### src/rtl/core/samq_pkg.sv
`default_nettype none

package samq_pkg;

    localparam int SAMPLE_W       = 32;
    localparam int SUM_W          = 48;
    localparam int CNT_W          = 16;
    localparam int PROD_W         = SAMPLE_W + 4;
    localparam int SETTLE_SAMPLES = 4;
    localparam int DIV_STEPS      = SUM_W;
    localparam int DIV_CNT_W      = $clog2(DIV_STEPS);
    localparam int CFG_IDX_W      = 3;
    localparam int EVENT_W        = 3;
    localparam int TDATA_W        = 72;

    localparam logic [CNT_W-1:0] CNT_MAX    = '1;
    localparam logic [CNT_W-1:0] SETTLE_CNT = CNT_W'(SETTLE_SAMPLES);
    localparam logic [CNT_W-1:0] FIRST_CNT  = CNT_W'(SETTLE_SAMPLES + 1);

    localparam logic signed [SUM_W-1:0] SUM_MAX = {1'b0, {(SUM_W-1){1'b1}}};
    localparam logic signed [SUM_W-1:0] SUM_MIN = {1'b1, {(SUM_W-1){1'b0}}};

    localparam logic signed [SAMPLE_W-1:0] SMP_MAX = {1'b0, {(SAMPLE_W-1){1'b1}}};
    localparam logic signed [SAMPLE_W-1:0] SMP_MIN = {1'b1, {(SAMPLE_W-1){1'b0}}};

    localparam logic [CFG_IDX_W-1:0] REG_WINDOW_LOW     = 3'd0;
    localparam logic [CFG_IDX_W-1:0] REG_WINDOW_HIGH    = 3'd1;
    localparam logic [CFG_IDX_W-1:0] REG_PASS_LOW       = 3'd2;
    localparam logic [CFG_IDX_W-1:0] REG_PASS_HIGH      = 3'd3;
    localparam logic [CFG_IDX_W-1:0] REG_MEASURE_ENABLE = 3'd4;

    typedef enum logic [EVENT_W-1:0] {
        EV_IDLE     = 3'd0,
        EV_OUTSIDE  = 3'd1,
        EV_SETTLING = 3'd2,
        EV_REJECTED = 3'd3,
        EV_AVERAGED = 3'd4,
        EV_CLOSED   = 3'd5
    } t_event;

    typedef enum logic [2:0] {
        S_IDLE,
        S_EVAL,
        S_TEST,
        S_START,
        S_DIV,
        S_DONE
    } t_state;

    typedef struct packed {
        logic                    start;
        logic signed [SUM_W-1:0] dividend;
        logic [CNT_W-1:0]        divisor;
    } t_div_req;

    typedef struct packed {
        logic                       done;
        logic signed [SAMPLE_W-1:0] quot;
    } t_div_rsp;

endpackage

`default_nettype wire

### src/rtl/core/samq_div.sv
`default_nettype none

module samq_div (
    input  wire                 i_clk,
    input  wire                 i_rst_n,
    input  wire samq_pkg::t_div_req i_req,
    output samq_pkg::t_div_rsp  o_rsp
);
    import samq_pkg::*;

    logic                       r_busy, n_busy;
    logic                       r_fin, n_fin;
    logic                       r_done, n_done;
    logic [DIV_CNT_W-1:0]       r_cnt, n_cnt;
    logic                       r_neg, n_neg;
    logic [SUM_W-1:0]           r_mag, n_mag;
    logic [CNT_W-1:0]           r_rem, n_rem;
    logic [CNT_W-1:0]           r_dvs, n_dvs;
    logic signed [SAMPLE_W-1:0] r_quot, n_quot;

    logic [CNT_W:0]             rem_sh;
    logic                       q_bit;
    logic                       too_big;

    always_comb begin
        rem_sh  = {r_rem, r_mag[SUM_W-1]};
        q_bit   = (rem_sh >= {1'b0, r_dvs});
        if (r_neg) begin
            too_big = (r_mag[SUM_W-1:SAMPLE_W] != '0) ||
                      (r_mag[SAMPLE_W-1] && (r_mag[SAMPLE_W-2:0] != '0));
        end else begin
            too_big = (r_mag[SUM_W-1:SAMPLE_W-1] != '0);
        end
    end

    always_comb begin
        n_busy = r_busy;
        n_fin  = 1'b0;
        n_done = 1'b0;
        n_cnt  = r_cnt;
        n_neg  = r_neg;
        n_mag  = r_mag;
        n_rem  = r_rem;
        n_dvs  = r_dvs;
        n_quot = r_quot;
        if (i_req.start) begin
            n_busy = 1'b1;
            n_cnt  = '0;
            n_neg  = i_req.dividend[SUM_W-1];
            n_mag  = i_req.dividend[SUM_W-1] ? (SUM_W'(0) - i_req.dividend) : i_req.dividend;
            n_rem  = '0;
            n_dvs  = i_req.divisor;
        end else if (r_busy) begin
            n_rem = q_bit ? CNT_W'(rem_sh - {1'b0, r_dvs}) : rem_sh[CNT_W-1:0];
            n_mag = {r_mag[SUM_W-2:0], q_bit};
            n_cnt = r_cnt + 1'b1;
            if (r_cnt == DIV_CNT_W'(DIV_STEPS - 1)) begin
                n_busy = 1'b0;
                n_fin  = 1'b1;
            end
        end else if (r_fin) begin
            n_done = 1'b1;
            if (too_big) begin
                n_quot = r_neg ? SMP_MIN : SMP_MAX;
            end else if (r_neg) begin
                n_quot = SAMPLE_W'(0) - r_mag[SAMPLE_W-1:0];
            end else begin
                n_quot = r_mag[SAMPLE_W-1:0];
            end
        end
    end

    always_ff @(posedge i_clk) begin
        if (!i_rst_n) begin
            r_busy <= 1'b0;
            r_fin  <= 1'b0;
            r_done <= 1'b0;
            r_cnt  <= '0;
        end else begin
            r_busy <= n_busy;
            r_fin  <= n_fin;
            r_done <= n_done;
            r_cnt  <= n_cnt;
        end
        r_neg  <= n_neg;
        r_mag  <= n_mag;
        r_rem  <= n_rem;
        r_dvs  <= n_dvs;
        r_quot <= n_quot;
    end

    assign o_rsp.done = r_done;
    assign o_rsp.quot = r_quot;

    a_done_pulse: assert property (@(posedge i_clk) disable iff (!i_rst_n)
        r_done |=> !r_done) else $error("divider done held longer than one cycle");
    a_busy_fin: assert property (@(posedge i_clk) disable iff (!i_rst_n)
        r_busy |-> !r_fin) else $error("divider finishing while still stepping");
    a_start_idle: assert property (@(posedge i_clk) disable iff (!i_rst_n)
        i_req.start |-> (!r_busy && !r_fin)) else $error("divider started while busy");

endmodule

`default_nettype wire

### src/rtl/core/settled_average_measurement_qualifier.sv
// Sequence: a request passes S_EVAL and goes to S_DONE when no average is needed;
// closing a measurement adds S_START and S_DIV, forming a running average also S_TEST;
// the 48-step serial divider sets the long cases and a stalled output holds S_DONE.
// Throughput: one request at a time; the next is accepted once the result of the
// previous one has moved into the output register.
// Reset: synchronous, active low; clears configuration, count, sum and last average.
`default_nettype none

module settled_average_measurement_qualifier (
    input  wire                                  i_clk,
    input  wire                                  i_rst_n,
    input  wire                                  i_cfg_we,
    input  wire [samq_pkg::CFG_IDX_W-1:0]        i_cfg_idx,
    input  wire [samq_pkg::SAMPLE_W-1:0]         i_cfg_data,
    input  wire                                  s_axis_tvalid,
    output logic                                 s_axis_tready,
    input  wire [samq_pkg::SAMPLE_W-1:0]         s_axis_tdata,  // sample
    output logic                                 m_axis_tvalid,
    input  wire                                  m_axis_tready,
    // shown_value, in_limits, first_sample, first_pass, final_average, zero fill
    output logic [samq_pkg::TDATA_W-1:0]         m_axis_tdata,
    output logic [samq_pkg::EVENT_W-1:0]         m_axis_tuser   // event_res
);
    import samq_pkg::*;

    t_state r_state, n_state;

    logic signed [SAMPLE_W-1:0] r_win_lo, n_win_lo;
    logic signed [SAMPLE_W-1:0] r_win_hi, n_win_hi;
    logic signed [SAMPLE_W-1:0] r_pass_lo, n_pass_lo;
    logic signed [SAMPLE_W-1:0] r_pass_hi, n_pass_hi;
    logic                       r_enable, n_enable;

    logic [CNT_W-1:0]           r_cnt, n_cnt;
    logic signed [SUM_W-1:0]    r_sum, n_sum;
    logic signed [SAMPLE_W-1:0] r_last, n_last;

    logic signed [SAMPLE_W-1:0] r_x, n_x;
    logic signed [PROD_W-1:0]   r_x10, n_x10;
    logic signed [PROD_W-1:0]   r_l11, n_l11;
    logic signed [PROD_W-1:0]   r_l9, n_l9;
    logic                       r_close, n_close;

    t_event                     r_ev, n_ev;
    logic signed [SAMPLE_W-1:0] r_shown, n_shown;
    logic                       r_first, n_first;
    logic                       r_fpass, n_fpass;
    logic signed [SAMPLE_W-1:0] r_fin, n_fin;

    logic                       r_out_valid, n_out_valid;
    t_event                     r_out_ev, n_out_ev;
    logic signed [SAMPLE_W-1:0] r_out_shown, n_out_shown;
    logic                       r_out_inlim, n_out_inlim;
    logic                       r_out_first, n_out_first;
    logic                       r_out_fpass, n_out_fpass;
    logic signed [SAMPLE_W-1:0] r_out_fin, n_out_fin;

    t_div_req                   div_req;
    t_div_rsp                   div_rsp;

    logic                       in_window;
    logic [CNT_W-1:0]           cnt_inc;
    logic                       reject;
    logic signed [SUM_W:0]      sum_wide;
    logic signed [PROD_W-1:0]   x_ext, l_ext;
    logic                       out_free;

    samq_div u_div (
        .i_clk   (i_clk),
        .i_rst_n (i_rst_n),
        .i_req   (div_req),
        .o_rsp   (div_rsp)
    );

    assign s_axis_tready = (r_state == S_IDLE);
    assign out_free      = !r_out_valid || m_axis_tready;

    assign div_req.start    = (r_state == S_START);
    assign div_req.dividend = r_sum;
    assign div_req.divisor  = r_cnt - SETTLE_CNT;

    always_comb begin
        in_window = (r_win_lo < r_x) && (r_x < r_win_hi);
        cnt_inc   = (r_cnt != CNT_MAX) ? (r_cnt + 1'b1) : r_cnt;
        x_ext     = PROD_W'(r_x);
        l_ext     = PROD_W'(r_last);
        reject    = (r_last != '0) && ((r_x10 > r_l11) || (r_x10 < r_l9));
        sum_wide  = {r_sum[SUM_W-1], r_sum} + (SUM_W+1)'(r_x);
    end

    always_comb begin
        n_state = r_state;
        case (r_state)
            S_IDLE: begin
                if (s_axis_tvalid) begin
                    n_state = S_EVAL;
                end
            end
            S_EVAL: begin
                if (!r_enable) begin
                    n_state = S_DONE;
                end else if (in_window) begin
                    n_state = (cnt_inc > SETTLE_CNT) ? S_TEST : S_DONE;
                end else begin
                    n_state = (r_cnt > SETTLE_CNT) ? S_START : S_DONE;
                end
            end
            S_TEST: begin
                n_state = reject ? S_DONE : S_START;
            end
            S_START: begin
                n_state = S_DIV;
            end
            S_DIV: begin
                if (div_rsp.done) begin
                    n_state = S_DONE;
                end
            end
            S_DONE: begin
                if (out_free) begin
                    n_state = S_IDLE;
                end
            end
            default: begin
                n_state = S_IDLE;
            end
        endcase
    end

    always_comb begin
        n_win_lo    = r_win_lo;
        n_win_hi    = r_win_hi;
        n_pass_lo   = r_pass_lo;
        n_pass_hi   = r_pass_hi;
        n_enable    = r_enable;
        n_cnt       = r_cnt;
        n_sum       = r_sum;
        n_last      = r_last;
        n_x         = r_x;
        n_x10       = r_x10;
        n_l11       = r_l11;
        n_l9        = r_l9;
        n_close     = r_close;
        n_ev        = r_ev;
        n_shown     = r_shown;
        n_first     = r_first;
        n_fpass     = r_fpass;
        n_fin       = r_fin;
        n_out_valid = r_out_valid && !m_axis_tready;
        n_out_ev    = r_out_ev;
        n_out_shown = r_out_shown;
        n_out_inlim = r_out_inlim;
        n_out_first = r_out_first;
        n_out_fpass = r_out_fpass;
        n_out_fin   = r_out_fin;

        case (r_state)
            S_IDLE: begin
                if (s_axis_tvalid) begin
                    n_x = s_axis_tdata;
                end
            end
            S_EVAL: begin
                n_shown = r_x;
                n_first = 1'b0;
                n_fpass = 1'b0;
                n_fin   = '0;
                n_close = 1'b0;
                n_x10   = (x_ext <<< 3) + (x_ext <<< 1);
                n_l11   = (l_ext <<< 3) + (l_ext <<< 1) + l_ext;
                n_l9    = (l_ext <<< 3) + l_ext;
                if (!r_enable) begin
                    n_ev = EV_IDLE;
                end else if (in_window) begin
                    n_cnt = cnt_inc;
                    n_ev  = EV_SETTLING;
                end else if (r_cnt > SETTLE_CNT) begin
                    n_close = 1'b1;
                end else begin
                    n_ev   = EV_OUTSIDE;
                    n_cnt  = '0;
                    n_sum  = '0;
                    n_last = '0;
                end
            end
            S_TEST: begin
                if (reject) begin
                    n_cnt = r_cnt - 1'b1;
                    n_ev  = EV_REJECTED;
                end else begin
                    n_first = (r_cnt == FIRST_CNT);
                    n_fpass = (r_cnt == FIRST_CNT) && (r_pass_lo < r_x) && (r_x < r_pass_hi);
                    if (sum_wide[SUM_W] != sum_wide[SUM_W-1]) begin
                        n_sum = sum_wide[SUM_W] ? SUM_MIN : SUM_MAX;
                    end else begin
                        n_sum = sum_wide[SUM_W-1:0];
                    end
                end
            end
            S_DIV: begin
                if (div_rsp.done) begin
                    if (r_close) begin
                        n_ev   = (div_rsp.quot != '0) ? EV_CLOSED : EV_OUTSIDE;
                        n_fin  = div_rsp.quot;
                        n_cnt  = '0;
                        n_sum  = '0;
                        n_last = '0;
                    end else begin
                        n_ev    = EV_AVERAGED;
                        n_shown = div_rsp.quot;
                        n_last  = div_rsp.quot;
                    end
                end
            end
            S_DONE: begin
                if (out_free) begin
                    n_out_valid = 1'b1;
                    n_out_ev    = r_ev;
                    n_out_shown = r_shown;
                    n_out_inlim = (r_pass_lo < r_shown) && (r_shown < r_pass_hi);
                    n_out_first = r_first;
                    n_out_fpass = r_fpass;
                    n_out_fin   = r_fin;
                end
            end
            default: begin
            end
        endcase

        if (i_cfg_we) begin
            case (i_cfg_idx)
                REG_WINDOW_LOW: begin
                    n_win_lo = i_cfg_data;
                    n_cnt    = '0;
                end
                REG_WINDOW_HIGH: begin
                    n_win_hi = i_cfg_data;
                    n_cnt    = '0;
                end
                REG_PASS_LOW: begin
                    n_pass_lo = i_cfg_data;
                    n_cnt     = '0;
                end
                REG_PASS_HIGH: begin
                    n_pass_hi = i_cfg_data;
                    n_cnt     = '0;
                end
                REG_MEASURE_ENABLE: begin
                    n_enable = i_cfg_data[0];
                end
                default: begin
                end
            endcase
        end
    end

    always_ff @(posedge i_clk) begin
        if (!i_rst_n) begin
            r_state     <= S_IDLE;
            r_win_lo    <= '0;
            r_win_hi    <= '0;
            r_pass_lo   <= '0;
            r_pass_hi   <= '0;
            r_enable    <= 1'b0;
            r_cnt       <= '0;
            r_sum       <= '0;
            r_last      <= '0;
            r_close     <= 1'b0;
            r_out_valid <= 1'b0;
        end else begin
            r_state     <= n_state;
            r_win_lo    <= n_win_lo;
            r_win_hi    <= n_win_hi;
            r_pass_lo   <= n_pass_lo;
            r_pass_hi   <= n_pass_hi;
            r_enable    <= n_enable;
            r_cnt       <= n_cnt;
            r_sum       <= n_sum;
            r_last      <= n_last;
            r_close     <= n_close;
            r_out_valid <= n_out_valid;
        end
        r_x         <= n_x;
        r_x10       <= n_x10;
        r_l11       <= n_l11;
        r_l9        <= n_l9;
        r_ev        <= n_ev;
        r_shown     <= n_shown;
        r_first     <= n_first;
        r_fpass     <= n_fpass;
        r_fin       <= n_fin;
        r_out_ev    <= n_out_ev;
        r_out_shown <= n_out_shown;
        r_out_inlim <= n_out_inlim;
        r_out_first <= n_out_first;
        r_out_fpass <= n_out_fpass;
        r_out_fin   <= n_out_fin;
    end

    assign m_axis_tvalid = r_out_valid;
    assign m_axis_tuser  = r_out_ev;
    assign m_axis_tdata  = {{(TDATA_W - 2*SAMPLE_W - 3){1'b0}}, r_out_fin, r_out_fpass,
                            r_out_first, r_out_inlim, r_out_shown};

    a_busy_after_req: assert property (@(posedge i_clk) disable iff (!i_rst_n)
        (s_axis_tvalid && s_axis_tready) |=> !s_axis_tready)
        else $error("ready stayed high after a request was taken");
    a_div_in_wait: assert property (@(posedge i_clk) disable iff (!i_rst_n)
        div_rsp.done |-> (r_state == S_DIV)) else $error("divider finished outside its wait");
    a_first_avg: assert property (@(posedge i_clk) disable iff (!i_rst_n)
        (r_out_valid && r_out_first) |-> (r_out_ev == EV_AVERAGED))
        else $error("first sample flagged on a result that is not an average");

endmodule

`default_nettype wire
### config.mk
export PLATFORM = sky130hd
export DESIGN_NAME = settled_average_measurement_qualifier
export DESIGN_NICKNAME = d
export VERILOG_FILES = /design/src/rtl/core/samq_pkg.sv /design/src/rtl/core/samq_div.sv /design/src/rtl/core/settled_average_measurement_qualifier.sv
export SDC_FILE = /design/constraint.sdc
export NUM_CORES = 2
export LEC_CHECK = 0
export BUFFER_PORTS_ARGS = -buffer_cell sky130_fd_sc_hd__clkbuf_2
export CAP_MARGIN = 20
export CORE_ASPECT_RATIO = 0.5
export CORE_UTILIZATION = 30
export CTS_BUF_LIST = sky130_fd_sc_hd__clkbuf_16
export CTS_CLUSTER_SIZE = 10
export DETAILED_ROUTE_END_ITERATION = 8
export GPL_TIMING_DRIVEN = 0
export SYNTH_ARGS = -nofsm -noshare
export SYNTH_HDL_FRONTEND = slang
export SYNTH_SLANG_ARGS = --single-unit
### constraint.sdc
create_clock -name i_clk -period 5.85 [get_ports i_clk]
set_input_delay 0.8775 -clock i_clk [delete_from_list [all_inputs] [get_ports i_clk]]
set_output_delay 0.8775 -clock i_clk [all_outputs]
set_load 0.03 [all_outputs]
==> impl_results.md <==
- Synth area leader: edfxtp_1
- Critical Path AT: 6.12 ns
- Hold Path Class: input pin to flop
- Syn-to-layout area delta: 13.9%
- Final Cell Area: 44300 um2
- Number of global-route vias before repair: 30300
- Sequential share of power: 47.1%
- Ys async rst share: 0%
- Switching Share: 28.5%
- Critical-path cell list: inv_1, ha_1, a21o_1, a21oi_1, nand3_1, a21o_1, a31oi_1, o32ai_1, nor2_1, o31ai_1, a31oi_2, clkbuf_1, clkbuf_1, nand2_1, nand2_1
- Primary FF master, synth: edfxtp_1
- Site row count: 92
- Total GRT Usage: 18.1%
- DRT Pass-1 Iters: 7
- Register area share after synthesis: 42.0%
- Post-route setup slack: 0.314 ns
- Drc violations: 0
- Initial DRC count: 3045
- CTS max path bufs: 3
- Grt total ovfl: 0
- Post-synthesis mux area share: 0.315%
- Nets: 4970
- Critical Path RT: 6.43 ns
- Max Clk Rate: 0.181 GHz
- Cells after Synth: 4188
- Crit path time final: 5.54 ns
- Global-route wire length before repair: 184 mm
- Fin. Hold Viols: 0
- P_sw: 3170 uW
- Post-synthesis adder-cell area fraction: 15.5%
- Clk Latency, worst-skew pair: 0.64 ns
- Largest cells by area after synthesis: edfxtp_1 29%, ha_1 14%, dfxtp_1 13%
- Combinational family with the most area after synthesis: compound AO/OA/AOI/OAI gates
- Die W: 511 um
- Max FO, Critical Path: 10
- Synth Register Bits: 629
- Core Region: 127000 um2
- Post-synthesis xor/xnor area fraction: 4.55%
- Synth Area in Compound Gates: 17.7%
- Proportion of power drawn by the clock network: 38.2%
- Vias per cell: 5.19
- Synthesized cell area: 38900 um2
- Hold WS: 0.406 ns
- Slowest stage delay, CP: 0.81 ns
- Final Core Density: 34.8%
- Antenna diode count: 0
- Unrepaired setup endpoints after global routing: false
- Yosys top cell area share: 28.9%
- Post-route ant nets: 0
- GPL Wtd Cong: 0.924
- Clock slew at reported path FFs: 0.06 ns
- Total power: 11100 uW
- Initial antenna violation count: 5
- Worst Tran Pin Value: 1.21 ns
- Commonest cells post-synth: 554 x nand2_1, 427 x ha_1, 392 x a21oi_1, 374 x edfxtp_1, 298 x inv_1
- Most common cell in the synthesized netlist: nand2_1
- Starting density of the core: 30.6%
- Max Transition Viols Final: 0
- Clk_skew: 0.0210 ns
- Yosys warns: 0
- Final WL: 122 mm
- I/O Buffers: 142
- Kind of critical path: flop to flop
- H-Tree Level Count: 3
- Placed cell area: 42000 um2
- Routed length per instance: 19.8 um
- Startpoint types: flop
- VDD IR max: 0.172 mV
- Die ar.: 131000 um2
- Largest net degree at the start of global routing: 56
- Pre-CTS setup slack: -0.169 ns
- Syn_area_per_cell: 9.29 um2
- Distinct cells, synth: 81
- Status: complete, no violations
- Combinational share of power: 14.7%
- Critical-path top delay cell: edfxtp_1
- Ports: 149
- Period utilization: 94.6%
- Die span in y: 257 um
- Leak: 0.0188 uW
- Crit end category: flop
- Fraction of the mapped netlist area in simple logic gates: 15.5%
- P_int: 7960 uW
- Max cap viols: 0
- Clock root buffer: clkbuf_16
- CTS tree: done
- Ratio of cells with drive above 1 in the final layout: 6.79%
- Layout fillers: 13000
- Slew HR: 18.8%
- Endpoints failing setup: 0
- Total vias in the final route: 32100
- PwrDens: 251 nW/um2
- Post-synth EDFFs: 374
- HPWL Detailed: 95.1 mm
- Number of CTS-inserted buffers: 75
- Clock sinks: 629
==> cell type report <==
type                            instances  area [um2]  area share [%]
Clock inverter                         59         278           0.627
Tap cell                             1692        2120            4.78
Multi-Input combinational cell       3107       20900            47.1
Clock buffer                           76        1900            4.29
Timing Repair Buffer                  168        1040            2.36
Buffer                                156         619            1.40
Inverter                              300        1130            2.55
Sequential cell                       629       16300            36.9
==> routing by layer <==
layer	track usage, %	up-vias	share of wire (%)
met5	0	-	0
met4	5.64	0	2.8
met3	3.34	205	7.3
met2	28.6	1045	44
met1	24.8	15400	46
li1	-	15500	-
==> sequential cells by signal, summed over array words and instances, names as in the netlist, 3 cells and up <==
| signal | flops |
|---|---|
| m_axis_tuser | 3 |
| r_cnt | 16 |
| r_ev | 3 |
| r_fin | 32 |
| r_l11 | 36 |
| r_l9 | 35 |
| r_last | 32 |
| r_out_fin | 32 |
| r_out_shown | 32 |
| r_pass_hi | 32 |
| r_pass_lo | 32 |
| r_shown | 32 |
| r_state | 3 |
| r_sum | 48 |
| r_win_hi | 32 |
| r_win_lo | 32 |
| r_x | 32 |
| r_x10 | 35 |
| u_div.r_cnt | 6 |
| u_div.r_dvs | 16 |
| u_div.r_mag | 48 |
| u_div.r_quot | 32 |
| u_div.r_rem | 16 |
==> cell families (layout without fill, tap and decap cells) <==
family / after synthesis / count (layout)
AOI/OAI and AO/OA: 1137 / 1137
buffers and inverters: 456 / 759
muxes: 12 / 12
DFF: 629 / 629
and+or+nand+nor: 1290 / 1290
other: 1 / 5
xor gates and xnor gates: 202 / 202
adders and majority gates: 461 / 461
==> final timing paths <==
check	start	end	slack (ns)	cells past startpoint
min	s_axis_tdata[8]	r_x[8]	0.41	1
min reg2reg	r_fin[15]	r_out_fin[15]	0.41	0
max	r_x[26]	r_sum[47]	0.31	15
max reg2reg	r_x[26]	r_sum[47]	0.31	15
==> placed cells by master, fill, tap and decap left out, types with 10 or more instances in the layout <==
cell type,Yosys,routed
and2_1,40,39
nor2_1,256,255
o21ai_0,296,296
clkbuf_16,0,76
nor2b_1,48,47
clkbuf_2,0,143
nand4_1,63,63
nor3_1,48,48
a221oi_1,11,11
or4_1,11,11
o211ai_1,20,20
nand2b_1,54,54
o31ai_1,26,26
fa_1,34,34
clkbuf_1,143,142
o21bai_1,18,18
nand2_1,554,554
or3_1,31,31
a31oi_1,35,34
a21oi_1,392,391
a21o_1,180,180
o22ai_1,14,14
ha_1,427,427
xnor2_1,106,106
a211oi_1,22,22
dfxtp_1,255,255
buf_4,8,20
inv_1,298,342
nor4_1,40,40
mux2i_1,10,10
xor2_1,96,96
nand3_1,77,77
and3_1,19,19
edfxtp_1,374,374
o21a_1,36,36
==> power groups by stage <==
| stage | registers, uW | clock network [uW] | logic (uW) |
|---|---|---|---|
| 3_3_place_gp | 5380 | 0 | 1490 |
| 2_1_floorplan | 5220 | 0 | 1070 |
| 3_5_place_dp | 5360 | 0 | 1580 |
| 4_1_cts | 5260 | 4310 | 1590 |
| 6_report | 5240 | 4250 | 1630 |
| 5_1_grt | 5250 | 4480 | 1820 |
==> what timing repair did <==
| action | 4_1_cts | 5_1_grt |
|---|---|---|
| buffers inserted | 1 | 11 |
| endpoints found under the setup margin | 33 | 33 |
| hold buffers | 0 | 0 |
| gates cloned | 0 | 0 |
| gates resized for setup | 1 | 1 |
==> critical path, delay by kind of cell (launching register included) <==
| kind | cells | cell delay, ns |
|---|---|---|
| AO/OA/AOI/OAI | 7 | 2.22 |
| adder cells (fa/ha/maj) | 1 | 0.34 |
| buffers and inverters | 3 | 1.18 |
| flip-flops | 1 | 0.81 |
| AND/OR/NAND/NOR | 4 | 0.93 |
==> metrics by stage <==
| stage | TNS, ns | cells |
|---|---|---|
| 4_1_cts | 0 | 6173 |
| 3_3_place_gp | -135.85 | 6026 |
| 6_report | 0 | 6187 |
| 2_1_floorplan | 0 | 4192 |
| 5_1_grt | 0 | 6187 |
| 3_5_place_dp | -2.32 | 6037 |
No activity file was read; power rests on OpenSTA's default activity.
